## config.mk

```make
export PLATFORM = sky130hd
export DESIGN_NAME = led_status_blink_controller_top
export DESIGN_NICKNAME = d
export VERILOG_FILES = /design/src/rtl/lsb_pkg.sv /design/src/rtl/led_status_blink_controller_top.sv /design/src/rtl/lsb_status.sv /design/src/rtl/lsb_activity.sv
export SDC_FILE = /design/constraint.sdc
export NUM_CORES = 1
export LEC_CHECK = 0
export BUFFER_PORTS_ARGS = -buffer_cell sky130_fd_sc_hd__buf_2
export CAP_MARGIN = 20
export CORE_AREA = 2 2 152 154
export CTS_BUF_LIST = sky130_fd_sc_hd__clkbuf_16
export DETAILED_ROUTE_END_ITERATION = 10
export DIE_AREA = 0 0 154 156
export GPL_ROUTABILITY_DRIVEN = 0
export MAX_ROUTING_LAYER = met4
export SYNTH_ARGS = -nofsm -noshare
export SYNTH_HDL_FRONTEND = slang
export SYNTH_HIERARCHICAL = 1
export SYNTH_SLANG_ARGS = --single-unit
```

## constraint.sdc

```tcl
create_clock -name clk -period 3.5 [get_ports clk]
set_clock_uncertainty 0.15 [all_clocks]
set_input_delay 0.7 -clock clk [delete_from_list [all_inputs] [get_ports clk]]
set_output_delay 0.7 -clock clk [all_outputs]
set_load 0.1 [all_outputs]
```

## src/rtl/lsb_pkg.sv

```systemverilog
// Shared types, constants and the blink pattern table for the LED blink controller.
`timescale 1ns / 1ps
`default_nettype none
package lsb_pkg;

	localparam int PATTERN_COUNT_DEF = 5;
	localparam logic [2:0] PAT_TABLE_SIZE = 3'd5;

	// Register reset values
	localparam logic [7:0]  ACT_TICK_MS_RST    = 8'd50;
	localparam logic [3:0]  ACT_PULSE_RST      = 4'd2;
	localparam logic [15:0] STOP_HOLDOFF_RST   = 16'd1000;
	localparam logic [10:0] INIT_ON_MS         = 11'd100;

	localparam int APB_ADDR_W = 4;

	typedef enum logic [1:0] {
		REG_ACT_TICK_MS  = 2'd0,
		REG_ACT_PULSE    = 2'd1,
		REG_STOP_HOLDOFF = 2'd2
	} lsb_reg_t;

	typedef enum logic [2:0] {
		ACT_MS_TICK    = 3'd0,
		ACT_CAN_ACT    = 3'd1,
		ACT_CH_START   = 3'd2,
		ACT_CH_STOP    = 3'd3,
		ACT_SET_STATUS = 3'd4,
		ACT_SET_STATIC = 3'd5
	} lsb_action_t;

	localparam logic [2:0] PAT_IDLE  = 3'd1;
	localparam logic [2:0] PAT_READY = 3'd2;

	typedef struct packed {
		logic [2:0] action;
		logic [2:0] status_code;
		logic       static_on;
	} lsb_item_t;

	typedef struct packed {
		logic [7:0]  act_tick_ms;
		logic [3:0]  act_pulse_ticks;
		logic [15:0] stop_holdoff_ms;
	} lsb_cfg_t;

	typedef struct packed {
		logic [10:0] on_ms;
		logic [10:0] off_ms;
		logic [6:0]  repeats;   // zero = endless
	} lsb_pat_t;

	function automatic lsb_pat_t lsb_pattern(input logic [2:0] idx);
		lsb_pat_t p;
		case (idx)
			3'd1:    p = '{on_ms: 11'd100, off_ms: 11'd1900, repeats: 7'd0};
			3'd2:    p = '{on_ms: 11'd500, off_ms: 11'd500,  repeats: 7'd0};
			3'd3:    p = '{on_ms: 11'd50,  off_ms: 11'd50,   repeats: 7'd1};
			3'd4:    p = '{on_ms: 11'd100, off_ms: 11'd100,  repeats: 7'd0};
			default: p = '{on_ms: 11'd100, off_ms: 11'd100,  repeats: 7'd3};
		endcase
		return p;
	endfunction

endpackage
`default_nettype wire

```

## src/rtl/led_status_blink_controller_top.sv

```systemverilog
// LED blink controller: input register, status and activity units, result register.
// A result is registered in the result register when its item leaves the input register.
// Throughput: one item per cycle; the input register refills while the result
// register is taken, and ready drops only when both are full and the sink stalls.
// Reset (arst_n low, asynchronous): init pattern running with status level on, activity
// level off, hold-offs expired, registers at 50 ms / 2 ticks / 1000 ms; LED outputs not reset.
`timescale 1ns / 1ps
`default_nettype none
module led_status_blink_controller_top #(
	parameter int PATTERN_COUNT = lsb_pkg::PATTERN_COUNT_DEF
) (
	input  wire logic                          clk,
	input  wire logic                          arst_n,
	input  wire logic                          item_valid,
	output logic                               item_ready,
	input  wire logic [2:0]                    action,
	input  wire logic [2:0]                    status_code,
	input  wire logic                          static_on,
	output logic                               result_valid,
	input  wire logic                          result_ready,
	output logic                               status_led_on,
	output logic                               activity_led_on,
	input  wire logic                          psel,
	input  wire logic                          penable,
	input  wire logic                          pwrite,
	input  wire logic [lsb_pkg::APB_ADDR_W-1:0] paddr,
	input  wire logic [31:0]                   pwdata,
	output logic [31:0]                        prdata,
	output logic                               pready
);
	import lsb_pkg::*;

	lsb_cfg_t   cfg_q;
	lsb_item_t  item_s1;
	logic       valid_s1;
	logic       advance;
	logic       apply;
	logic       status_nxt;
	logic       activity_nxt;
	logic       cfg_wr;
	logic [1:0] reg_idx;

	assign pready  = 1'b1;
	assign reg_idx = paddr[3:2];
	assign cfg_wr  = psel && penable && pwrite;

	always_ff @(posedge clk or negedge arst_n) begin
		if (!arst_n) begin
			cfg_q.act_tick_ms     <= ACT_TICK_MS_RST;
			cfg_q.act_pulse_ticks <= ACT_PULSE_RST;
			cfg_q.stop_holdoff_ms <= STOP_HOLDOFF_RST;
		end else if (cfg_wr) begin
			case (reg_idx)
				REG_ACT_TICK_MS:  cfg_q.act_tick_ms     <= pwdata[7:0];
				REG_ACT_PULSE:    cfg_q.act_pulse_ticks <= pwdata[3:0];
				REG_STOP_HOLDOFF: cfg_q.stop_holdoff_ms <= pwdata[15:0];
				default: ;
			endcase
		end
	end

	always_comb begin
		case (reg_idx)
			REG_ACT_TICK_MS:  prdata = {24'd0, cfg_q.act_tick_ms};
			REG_ACT_PULSE:    prdata = {28'd0, cfg_q.act_pulse_ticks};
			REG_STOP_HOLDOFF: prdata = {16'd0, cfg_q.stop_holdoff_ms};
			default:          prdata = 32'd0;
		endcase
	end

	// stage 1 drains whenever the result register is free or being taken
	assign advance    = !result_valid || result_ready;
	assign apply      = valid_s1 && advance;
	assign item_ready = !valid_s1 || advance;

	always_ff @(posedge clk or negedge arst_n) begin
		if (!arst_n)
			valid_s1 <= 1'b0;
		else if (item_ready)
			valid_s1 <= item_valid;
	end

	always_ff @(posedge clk) begin
		if (item_ready && item_valid) begin
			item_s1.action      <= action;
			item_s1.status_code <= status_code;
			item_s1.static_on   <= static_on;
		end
	end

	lsb_status #(
		.PATTERN_COUNT(PATTERN_COUNT)
	) u_status (
		.clk             (clk),
		.arst_n          (arst_n),
		.apply           (apply),
		.item            (item_s1),
		.stop_holdoff_ms (cfg_q.stop_holdoff_ms),
		.level_next      (status_nxt)
	);

	lsb_activity u_activity (
		.clk        (clk),
		.arst_n     (arst_n),
		.apply      (apply),
		.item       (item_s1),
		.cfg        (cfg_q),
		.level_next (activity_nxt)
	);

	always_ff @(posedge clk or negedge arst_n) begin
		if (!arst_n)
			result_valid <= 1'b0;
		else if (apply)
			result_valid <= 1'b1;
		else if (result_ready)
			result_valid <= 1'b0;
	end

	always_ff @(posedge clk) begin
		if (apply) begin
			status_led_on   <= status_nxt;
			activity_led_on <= activity_nxt;
		end
	end

endmodule
`default_nettype wire

```

## src/rtl/lsb_status.sv

```systemverilog
// Status LED pattern sequencer with stop-event hold-off.
`timescale 1ns / 1ps
`default_nettype none
module lsb_status #(
	parameter int PATTERN_COUNT = lsb_pkg::PATTERN_COUNT_DEF
) (
	input  wire logic              clk,
	input  wire logic              arst_n,
	input  wire logic              apply,
	input  wire lsb_pkg::lsb_item_t item,
	input  wire logic [15:0]       stop_holdoff_ms,
	output logic                   level_next
);
	import lsb_pkg::*;

	logic [2:0]  sel_q,     sel_n;
	logic        on_q,      on_n;
	logic [10:0] timer_q,   timer_n;
	logic [6:0]  rd_q,      rd_n;
	logic        run_q,     run_n;
	logic        level_q,   level_n;
	logic [15:0] hold_q,    hold_n;

	logic [6:0]  rd_inc;
	lsb_pat_t    cur_pat;
	lsb_pat_t    new_pat;
	logic [2:0]  new_code;
	logic        do_select;

	assign rd_inc  = rd_q + 7'd1;
	assign cur_pat = lsb_pattern((sel_q >= PAT_TABLE_SIZE) ? 3'd0 : sel_q);

	always_comb begin
		sel_n     = sel_q;
		on_n      = on_q;
		timer_n   = timer_q;
		rd_n      = rd_q;
		run_n     = run_q;
		level_n   = level_q;
		hold_n    = hold_q;
		new_code  = item.status_code;
		do_select = 1'b0;

		case (item.action)
			ACT_MS_TICK: begin
				if (hold_q != 16'd0)
					hold_n = hold_q - 16'd1;
				if (run_q) begin
					if (timer_q > 11'd1) begin
						timer_n = timer_q - 11'd1;
					end else if (on_q) begin
						level_n = 1'b0;
						on_n    = 1'b0;
						timer_n = cur_pat.off_ms;
						if (cur_pat.repeats != 7'd0) begin
							rd_n = rd_inc;
							if (rd_inc >= cur_pat.repeats) begin
								run_n   = 1'b0;
								timer_n = 11'd0;
							end
						end
					end else begin
						level_n = 1'b1;
						on_n    = 1'b1;
						timer_n = cur_pat.on_ms;
					end
				end
			end
			ACT_CH_START: begin
				hold_n    = 16'd0;
				new_code  = PAT_READY;
				do_select = 1'b1;
			end
			ACT_CH_STOP: begin
				if (hold_q == 16'd0) begin
					hold_n    = stop_holdoff_ms;
					new_code  = PAT_IDLE;
					do_select = 1'b1;
				end
			end
			ACT_SET_STATUS: begin
				do_select = 1'b1;
			end
			ACT_SET_STATIC: begin
				run_n   = 1'b0;
				level_n = item.static_on;
			end
			default: ;
		endcase

		new_pat = lsb_pattern(new_code);
		// codes past the configured count or the table are ignored
		if (do_select && (int'(new_code) < PATTERN_COUNT) && (new_code < PAT_TABLE_SIZE)) begin
			sel_n   = new_code;
			on_n    = 1'b1;
			timer_n = new_pat.on_ms;
			rd_n    = 7'd0;
			run_n   = 1'b1;
			level_n = 1'b1;
		end
	end

	assign level_next = level_n;

	always_ff @(posedge clk or negedge arst_n) begin
		if (!arst_n) begin
			sel_q   <= 3'd0;
			on_q    <= 1'b1;
			timer_q <= INIT_ON_MS;
			rd_q    <= 7'd0;
			run_q   <= 1'b1;
			level_q <= 1'b1;
			hold_q  <= 16'd0;
		end else if (apply) begin
			sel_q   <= sel_n;
			on_q    <= on_n;
			timer_q <= timer_n;
			rd_q    <= rd_n;
			run_q   <= run_n;
			level_q <= level_n;
			hold_q  <= hold_n;
		end
	end

endmodule
`default_nettype wire

```

## src/rtl/lsb_activity.sv

```systemverilog
// Activity LED pulse generator with tick prescaler and event hold-off.
`timescale 1ns / 1ps
`default_nettype none
module lsb_activity (
	input  wire logic               clk,
	input  wire logic               arst_n,
	input  wire logic               apply,
	input  wire lsb_pkg::lsb_item_t item,
	input  wire lsb_pkg::lsb_cfg_t  cfg,
	output logic                    level_next
);
	import lsb_pkg::*;

	logic [7:0]  presc_q, presc_n;
	logic [3:0]  left_q,  left_n;
	logic        level_q, level_n;
	logic [11:0] hold_q,  hold_n;

	logic [7:0]  period;
	logic [8:0]  presc_inc;
	logic [3:0]  left_dec;
	logic [11:0] pulse_len;

	assign period    = (cfg.act_tick_ms == 8'd0) ? 8'd1 : cfg.act_tick_ms;
	assign presc_inc = {1'b0, presc_q} + 9'd1;
	assign left_dec  = left_q - 4'd1;
	assign pulse_len = {4'd0, cfg.act_tick_ms} * {8'd0, cfg.act_pulse_ticks};

	always_comb begin
		presc_n = presc_q;
		left_n  = left_q;
		level_n = level_q;
		hold_n  = hold_q;
		case (item.action)
			ACT_MS_TICK: begin
				if (hold_q != 12'd0)
					hold_n = hold_q - 12'd1;
				if (presc_inc >= {1'b0, period}) begin
					presc_n = 8'd0;
					if (left_q != 4'd0) begin
						left_n = left_dec;
						// zero wins over the half-way mark
						if (left_dec == 4'd0)
							level_n = 1'b0;
						else if (left_dec == {1'b0, cfg.act_pulse_ticks[3:1]})
							level_n = 1'b1;
					end
				end else begin
					presc_n = presc_inc[7:0];
				end
			end
			ACT_CAN_ACT: begin
				if (hold_q == 12'd0) begin
					hold_n = pulse_len;
					left_n = cfg.act_pulse_ticks;
				end
			end
			default: ;
		endcase
	end

	assign level_next = level_n;

	always_ff @(posedge clk or negedge arst_n) begin
		if (!arst_n) begin
			presc_q <= 8'd0;
			left_q  <= 4'd0;
			level_q <= 1'b0;
			hold_q  <= 12'd0;
		end else if (apply) begin
			presc_q <= presc_n;
			left_q  <= left_n;
			level_q <= level_n;
			hold_q  <= hold_n;
		end
	end

endmodule
`default_nettype wire
```

After elaboration in Yosys (flattened, before gate mapping)

Cells that the tools add are included.

Order comparisons: 6
Reduce and logical (&&, ||, !) cells: 41
Shift operators: 0
Divide/modulo/power cells: 0
Bitwise logic cells: 0
Equal/unequal tests: 23
Multiply operators: 1
Muxes and demuxes: 56
Add/sub/neg operators: 6

Operator list:

| operator              | count |
|---|---|
| $pmux 27 s4           | 2 |
| $pmux 16 s3           | 2 |
| $mux 11               | 7 |
| $mux 7                | 6 |
| $mux 16               | 2 |
| $mux 12               | 2 |
| $pmux 12 s2           | 1 |
| $mux 1                | 22 |
| $eq 3x2->1 const B    | 6 |
| $logic_not 16->1      | 1 |
| $mux 8                | 2 |
| $reduce_bool 16->1    | 1 |
| $sub 16x1->16 const B | 1 |
| $eq 3x3->1 const B    | 4 |
| $logic_not 12->1      | 1 |
| $mul 8x4->12          | 1 |
| $mux 4                | 3 |
| $reduce_and 2->1      | 6 |
| $reduce_and 4->1      | 3 |
| $reduce_bool 12->1    | 1 |
| $reduce_bool 2->1     | 6 |
| $sub 12x1->12 const B | 1 |
| $gt 11x1->1 const B   | 1 |
| $sub 11x1->11 const B | 1 |
| 31 further kinds      | 50 |

Memory bits (writable): 0
Output and inout bits: 37
Latch bits: 0
Logic and storage cells: 154
Register bits: 104
Memories: 0
ROM bits: 0

Longest topological paths before layout

Gate-level depths: netlist of the first run.

Depth in word-level cells: 12
Gate-level depth with buffers: 13

Cells and area by module

Netlist of the first run, hierarchy kept.

Modules (own cells, without submodules):

| module                          | sequential area each (um2) | cells each | area an instance (um2) | times used |
|---|---|---|---|---|
| lsb_status                      | 1008.5                     | 341        | 2907.8                 | 1 |
| lsb_activity                    | 625.6                      | 348        | 2842.7                 | 1 |
| led_status_blink_controller_top | 1033.5                     | 129        | 1784.2                 | 1 |

Worst setup path before layout of the first run

No wires, ideal clock.

Path type: input to output
From: input paddr[2] in the netlist's numbering
To: output prdata[2]
Path buffers: 1
Data arrival time: 3044 ps
Slack: -394 ps
Stages on the path: 3
Cell sequence: buf_6 > mux2i_1 > o21ai_0

Word-level cells in the longest chain between the ends: 2
Elaborated cells on any way between the ends: 4

RTL lines:

| element                            | line                                  | text |
|---|---|---|
| from (decl)                        | led_status_blink_controller_top.sv:26 | `input wire logic [lsb_pkg::APB_ADDR_W-1:0] paddr,` |
| $eq 2x2->1 (tied with other cells) | led_status_blink_controller_top.sv:63 | `case (reg_idx)` |
| $pmux 16 s3 (*)                    | led_status_blink_controller_top.sv:63 |  |
| to (decl)                          | led_status_blink_controller_top.sv:28 | `output logic [31:0] prdata,` |

Every way passes the cells marked *; elsewhere a longest branch is shown, timed or not.

Worst setup path in the final report of the first run

From: register cfg_q[17] in the netlist's numbering
To: register u_activity.hold_q[11]

Word-level cells in the longest chain between the ends: 3

RTL lines:

| element              | line                                  | text |
|---|---|---|
| from (decl)          | led_status_blink_controller_top.sv:33 | `lsb_cfg_t cfg_q;` |
| $mul 8x4->12         | lsb_activity.sv:27                    | `assign pulse_len = {4'd0, cfg.act_tick_ms} * {8'd0, cfg.act_pulse_ticks};` |
| $mux 12              | lsb_activity.sv:53                    | `if (hold_q == 12'd0) begin` |
| $pmux 12 s2          | lsb_activity.sv:34                    | `case (item.action)` |
| to (signal assigned) | lsb_activity.sv:74                    | `hold_q <= hold_n;` |
| to (decl)            | lsb_activity.sv:17                    | `logic [11:0] hold_q, hold_n;` |

Every way passes these cells. The select of a mux whose other input is x is not followed.
A chain may end at the register's enable or synchronous reset.

==> results of run 1 <==
==> synthesized netlist by cell type, types with 20 or more instances <==
cell / count
nor3_1: 20
and2_1: 40
ha_1: 34
o21ai_0: 51
nand3_1: 28
dfrtp_1: 79
mux2_2: 30
clkbuf_1: 28
inv_1: 52
a21oi_1: 46
nor2_1: 39
nand2_1: 50
==> sequential cells by signal (all words and copies together), names as in the netlist, 3 cells and up <==
register            cells
u_activity/hold_q      12
item_s1                 7
u_status/hold_q        16
u_status/rd_q           7
u_status/timer_q       11
u_status/sel_q          3
u_activity/left_q       4
u_activity/presc_q      8
cfg_q                  28
==> through the flow <==
stage          setup WS, ns  total power, mW  setup TNS (ns)  cells  cell area (um2)
6_report             0.0635             5.55               0   1186             8740
3_5_place_dp        -0.0756             4.36          -0.102   1161             8260
2_1_floorplan        0.0153             3.68               0    833             7610
4_1_cts              0.0248             5.44               0   1179             8590
3_3_place_gp        -0.0634             4.33          -0.115   1161             8260
5_1_grt             -0.0503             5.97         -0.0879   1186             8740
==> layer usage <==
metal,up-vias,track usage,share of wire
met5,-,-,0
met4,0,0.0628,0.021
met3,23,0.0158,0.035
met2,152,0.252,0.47
met1,3018,0.217,0.48
li1,3108,-,-
==> area by class of cell <==
class	count	area (um2)	area share
Timing Repair Buffer	108	697	0.0797
Inverter	53	199	0.0228
Sequential cell	104	2670	0.306
Clock inverter	7	70.1	0.00802
Clock buffer	9	225	0.0258
Multi-Input combinational cell	620	4520	0.517
Tap cell	285	357	0.0408
==> worst max-delay path by stage <==
stage          startpoint                    end  slack, ns  cells past startpoint
6_report        cfg_q[17]  u_activity/hold_q[11]       0.06                     13
5_1_grt         cfg_q[17]  u_activity/hold_q[11]      -0.05                     13
4_1_cts         cfg_q[19]  u_activity/hold_q[10]       0.02                     12
3_5_place_dp    cfg_q[19]  u_activity/hold_q[11]      -0.08                     12
3_3_place_gp    cfg_q[19]  u_activity/hold_q[11]      -0.06                     12
2_1_floorplan   cfg_q[17]  u_activity/hold_q[11]       0.02                     12
==> power by group through the flow <==
stage | combinational, mW | clock, mW | sequential, mW
3_3_place_gp | 2.39 | 0 | 1.94
3_5_place_dp | 2.41 | 0 | 1.95
5_1_grt | 2.89 | 1.10 | 1.99
4_1_cts | 2.46 | 1.06 | 1.93
2_1_floorplan | 1.83 | 0 | 1.85
6_report | 2.59 | 1.03 | 1.93
==> cell families after synthesis <==
group / after synthesis / share of synthesized area
AOI/OAI and AO/OA: 214 / 0.190
and+or+nand+nor: 275 / 0.206
muxes: 44 / 0.0646
other: 2 / 0.000997
xor gates and xnor gates: 24 / 0.0279
adders and majority gates: 46 / 0.0883
DFF: 104 / 0.354
buffers and inverters: 109 / 0.0678
==> cells in the final DEF (no fill, tap or decap), drive strengths merged, types with 14 or more instances in the layout <==
| master | instances |
|---|---|
| nor3 | 25 |
| a31oi | 16 |
| inv | 56 |
| dfrtp | 79 |
| buf | 108 |
| nor2 | 41 |
| a21oi | 46 |
| nand2 | 50 |
| xnor2 | 17 |
| nand4 | 14 |
| ha | 34 |
| nand3 | 29 |
| conb | 17 |
| dfstp | 16 |
| o21ai | 56 |
| mux2 | 31 |
| and2 | 40 |
==> repair_timing <==
action / CTS / global route
hold buffers: 0 / 0
setup buffers: 2 / 7
pin swaps: 5 / 17
resized for setup: 2 / 27
endpoints found under the setup margin: 2 / 4
==> impl_metrics.env, run 1 <==
export IMPL_drt_total_wl_mm=18.4
export IMPL_syn_avg_cell_area_um2=9.21
export IMPL_vias=6301
export IMPL_n_fill_cell=2208
export IMPL_start_kind="flip-flop"
export IMPL_syn_inst=818
export IMPL_synth_ff_type="dfrtp_1"
export IMPL_grt_overflow=0
export IMPL_ys_ff_latch=104
export IMPL_vdd_drop_max_mv=0.432
export IMPL_synthesis_area_um2=7530
export IMPL_tritoncts="built"
export IMPL_total_leakage_power_nw=3.78
export IMPL_drtAntennaViolNets=0
export IMPL_io_pins=87
export IMPL_grt_pass1_wl_mm=30.6
export IMPL_rsz0062_at_grt="yes"
export IMPL_rr_endpoint="u_activity/hold_q[11]"
export IMPL_hpwlAfterDp_mm=13.5
export IMPL_crit_buf_inv=3
export IMPL_antenna_found_initial=0
export IMPL_max_stage_delay_ns=0.59
export IMPL_worst_ep_required_time_ns=3.59
export IMPL_r2r_setup_slack_ns=0.06
export IMPL_grt_pass1_vias=5979
export IMPL_initial_core_util=0.337
export IMPL_synth_edf_count=9
export IMPL_hold_path_class="in -> async"
export IMPL_die_w_um=154
export IMPL_hold_ws_ns=0.211
export IMPL_relSlewSlack=0.513
export IMPL_num_rows=55
export IMPL_utilization=0.391
export IMPL_htreeDepth=3
export IMPL_die_area_um2=24000
export IMPL_fmax_mhz=291
export IMPL_netlist_top_cells_area="dfrtp_1, ha_1, dfstp_2, mux2_2, edfxtp_1"
export IMPL_period_share=0.982
export IMPL_seq_power_share=0.347
export IMPL_netlist_area_leader_share=0.262
export IMPL_nets=992
export IMPL_yosys_warnings=6
export IMPL_root_buffer="clkbuf_16"
export IMPL_area_growth_pct=16.0
export IMPL_final_setup_viol_count=0
export IMPL_cts_max_path_buffers=2
export IMPL_reg2regPathDepth=13
export IMPL_hold_violations=0
export IMPL_die_height_um=156
export IMPL_slowest_stage="dfstp_2"
export IMPL_dr_pass1_iters=5
export IMPL_cts_buffers=9
export IMPL_drtIter0Drc=236
export IMPL_vias_per_cell=5.31
export IMPL_max_cap_viol_count=0
export IMPL_power_clock_fraction=0.185
export IMPL_track_usage=0.161
export IMPL_fin_crit_ns=3.44
export IMPL_path_clk_slew_ns=0.07
export IMPL_synthArstFlopShare=0.913
export IMPL_status="finished clean"
export IMPL_diodes=0
export IMPL_crit_arrival_ns=3.53
export IMPL_portBuffers=51
export IMPL_power_share_switching=0.418
export IMPL_worst_slew_pin_slew_ns=0.716
export IMPL_grt_max_degree=47
export IMPL_power_switching_mw=2.32
export IMPL_intPower_mw=3.23
export IMPL_drive_gt1_frac=0.253
export IMPL_cp_end_kind="flip-flop"
export IMPL_powerDensity_nw_per_um2=635
export IMPL_clkLatencyLatePin_ns=0.36
export IMPL_yosysSeqAreaShare=0.354
export IMPL_combPwrFrac=0.467
export IMPL_path_cells="buf_6 -> and2_4 -> fa_1 -> inv_2 -> fa_1 -> inv_2 -> ha_4 -> nand4_1 -> o22ai_1 -> or4_1 -> a21oi_2 -> xor2_1 -> a21oi_1"
export IMPL_finalMaxSlewViolations=0
export IMPL_timing_rr_start="cfg_q[17]"
export IMPL_cts_sinks=104
export IMPL_wl_per_cell_um=15.5
export IMPL_path_class="reg -> reg"
export IMPL_synthDistinctLibCells=90
export IMPL_cp_top_family="adder cells"
export IMPL_drcViolationCount=0
export IMPL_coreArea_um2=22400
export IMPL_crit_fanout=5
export IMPL_synth_top_area_cell="dfrtp_1"
Note: power is estimated with default switching activity, not from simulation.
==> inputs of run 2 (changes only) <==
GPL_TIMING_DRIVEN = 0   (was unset)
==> run 2 against run 1 <==
  * Utilization is 0.34 points higher
  * Largest cell class unchanged
  * Fmax is 1.7% lower
  * Final area grew 0.87%
  * Sequential cell count unchanged
  * Worst hold slack worse by 0.012 ns
  * Non-clock buffer count increased by 12
==> impl_metrics.env, run 2 (synthesized netlist as in run 1, its figures left out) <==
export IMPL_coreArea_um2=22400
export IMPL_num_rows=55
export IMPL_track_usage=0.171
export IMPL_dpl_cell_area_um2=8250
export IMPL_final_setup_viol_count=0
export IMPL_portBuffers=51
export IMPL_tritoncts="built"
export IMPL_power_clock_fraction=0.195
export IMPL_fin_crit_ns=3.50
export IMPL_path_clk_slew_ns=0.07
export IMPL_root_buffer="clkbuf_16"
export IMPL_antenna_found_initial=0
export IMPL_final_area_um2=8820
export IMPL_diodes=0
export IMPL_vdd_drop_max_mv=0.380
export IMPL_period_share=0.999
export IMPL_cts_sinks=104
export IMPL_vias=6447
export IMPL_grt_max_degree=51
export IMPL_final_common_cell="dfrtp_1"
export IMPL_final_cell_mix="dfrtp_1, buf_2, inv_1, nand2_1"
export IMPL_wl_per_cell_um=16.2
export IMPL_nets=1004
export IMPL_cp_end_kind="flip-flop"
export IMPL_drtIter0Drc=396
export IMPL_die_height_um=156
export IMPL_area_growth_pct=17.0
export IMPL_seqCellArea_um2=2670
export IMPL_status="finished clean"
export IMPL_die_area_um2=24000
export IMPL_slowest_stage="dfstp_2"
export IMPL_drt_total_wl_mm=19.4
export IMPL_hold_path_class="in -> async"
export IMPL_seq_power_share=0.349
export IMPL_dr_pass1_iters=5
export IMPL_finalMaxSlewViolations=0
export IMPL_relSlewSlack=0.488
export IMPL_power_switching_mw=2.38
export IMPL_power_share_switching=0.427
export IMPL_largest_register="cfg_q"
export IMPL_hpwlAfterDp_mm=14.1
export IMPL_clkLatencyLatePin_ns=0.36
export IMPL_intPower_mw=3.19
export IMPL_cts_max_path_buffers=2
export IMPL_max_cap_viol_count=0
export IMPL_rsz0062_at_grt="yes"
export IMPL_worst_ep_required_time_ns=3.59
export IMPL_hold_violations=0
export IMPL_largestRegisters="cfg_q (28), u_status/hold_q (16), u_activity/hold_q (12)"
export IMPL_drcViolationCount=0
export IMPL_cp_common_cell="fa_1"
export IMPL_hold_buffers=0
export IMPL_path_class="reg -> reg"
export IMPL_max_stage_delay_ns=0.61
export IMPL_grt_pass1_vias=6194
export IMPL_crit_fanout=5
export IMPL_grt_overflow=0
export IMPL_fmax_mhz=286
export IMPL_io_pins=87
export IMPL_utilization=0.394
export IMPL_start_kind="flip-flop"
export IMPL_htreeDepth=3
export IMPL_initial_core_util=0.337
export IMPL_total_leakage_power_nw=3.76
export IMPL_powerDensity_nw_per_um2=632
export IMPL_hold_ws_ns=0.199
export IMPL_drtAntennaViolNets=0
export IMPL_n_fill_cell=2205
export IMPL_combPwrFrac=0.456
export IMPL_worst_slew_pin_slew_ns=0.761
export IMPL_largest_reg_flops=28
export IMPL_multi_input_area_um2=4560
export IMPL_finalPower_mw=5.57
export IMPL_die_w_um=154
export IMPL_cts_buffers=9
export IMPL_grt_pass1_wl_mm=32.2
export IMPL_vias_per_cell=5.38
export IMPL_path_cells="buf_6 -> and2_4 -> fa_1 -> inv_1 -> fa_1 -> inv_2 -> ha_4 -> nand4_1 -> buf_4 -> nor3_2 -> or4_4 -> a21oi_2 -> xor2_1 -> a21oi_1"
export IMPL_drive_gt1_frac=0.237
export IMPL_crit_arrival_ns=3.59
==> run 2: cell count changes in the layout (fill, tap and decap cells not counted), moves of 3 or more <==
cell      before  now
buf_2         50   56
o21ai_1       12    9
clkbuf_1       0   25
buf_4         55   31
==> run 2: final cells by class <==
| type | count | area share |
|---|---|---|
| tap | 285 | 0.0404 |
| timing repair buffer | 66 | 0.0447 |
| clock buffer | 9 | 0.0255 |
| inverter | 53 | 0.0226 |
| clock inverter | 7 | 0.0102 |
| buffer | 54 | 0.0358 |
| multi-input combinational | 620 | 0.518 |
| sequential | 104 | 0.303 |
==> run 2: power groups by stage <==
stage / logic [mW] / registers (mW) / clock network, mW
6_report: 2.54 / 1.95 / 1.08
5_1_grt: 2.85 / 2.00 / 1.15
4_1_cts: 2.48 / 1.94 / 1.10
3_5_place_dp: 2.29 / 1.95 / 0
3_3_place_gp: 2.25 / 1.94 / 0
2_1_floorplan: 1.83 / 1.85 / 0
==> run 2: per-layer routing <==
| layer | GRT usage | up-vias | share of wire |
|---|---|---|---|
| met5 | - | - | 0 |
| met4 | 0.0645 | 0 | 0.023 |
| met3 | 0.0147 | 25 | 0.034 |
| met2 | 0.266 | 163 | 0.46 |
| met1 | 0.232 | 3128 | 0.48 |
| li1 | - | 3131 | - |
==> run 2: what timing repair did <==
item,in CTS,in global routing
setup buffers,10,4
pin swaps,14,14
setup endpoints to repair,5,14
resized for setup,19,15
==> run 2: per-stage QoR <==
stage	instances	worst slack (ns)	setup TNS, ns
floorplan	833	0.0153	0
finish	1198	0.00338	0
CTS	1195	-0.0651	-0.0654
detailed placement	1170	-0.458	-1.03
global placement	1169	-0.412	-0.790
global route	1198	-0.135	-0.193
==> run 2: critical path: cells and delay by family, from the launching register on <==
kind | cells | cell delay, ns
AND/OR/NAND/NOR | 4 | 0.71
buffers and inverters | 4 | 0.42
XOR/XNOR | 1 | 0.23
AO/OA/AOI/OAI | 2 | 0.23
flip-flops | 1 | 0.61
adder cells (fa/ha/maj) | 3 | 1.04
==> run 2: path summary, 6_finish.rpt <==
kind | from | to | slack, ns | depth (start not counted)
max in group asynchronous | arst_n | cfg_q[9] | 2.28 | 2
max reg2reg | cfg_q[17] | u_activity/hold_q[11] | 0.003 | 14
min | arst_n | u_activity/hold_q[9] | 0.20 | 1
max | cfg_q[17] | u_activity/hold_q[11] | 0.003 | 14
min reg2reg | u_status/hold_q[14] | u_status/hold_q[14] | 0.34 | 1
min in group clk | u_status/hold_q[14] | u_status/hold_q[14] | 0.34 | 1
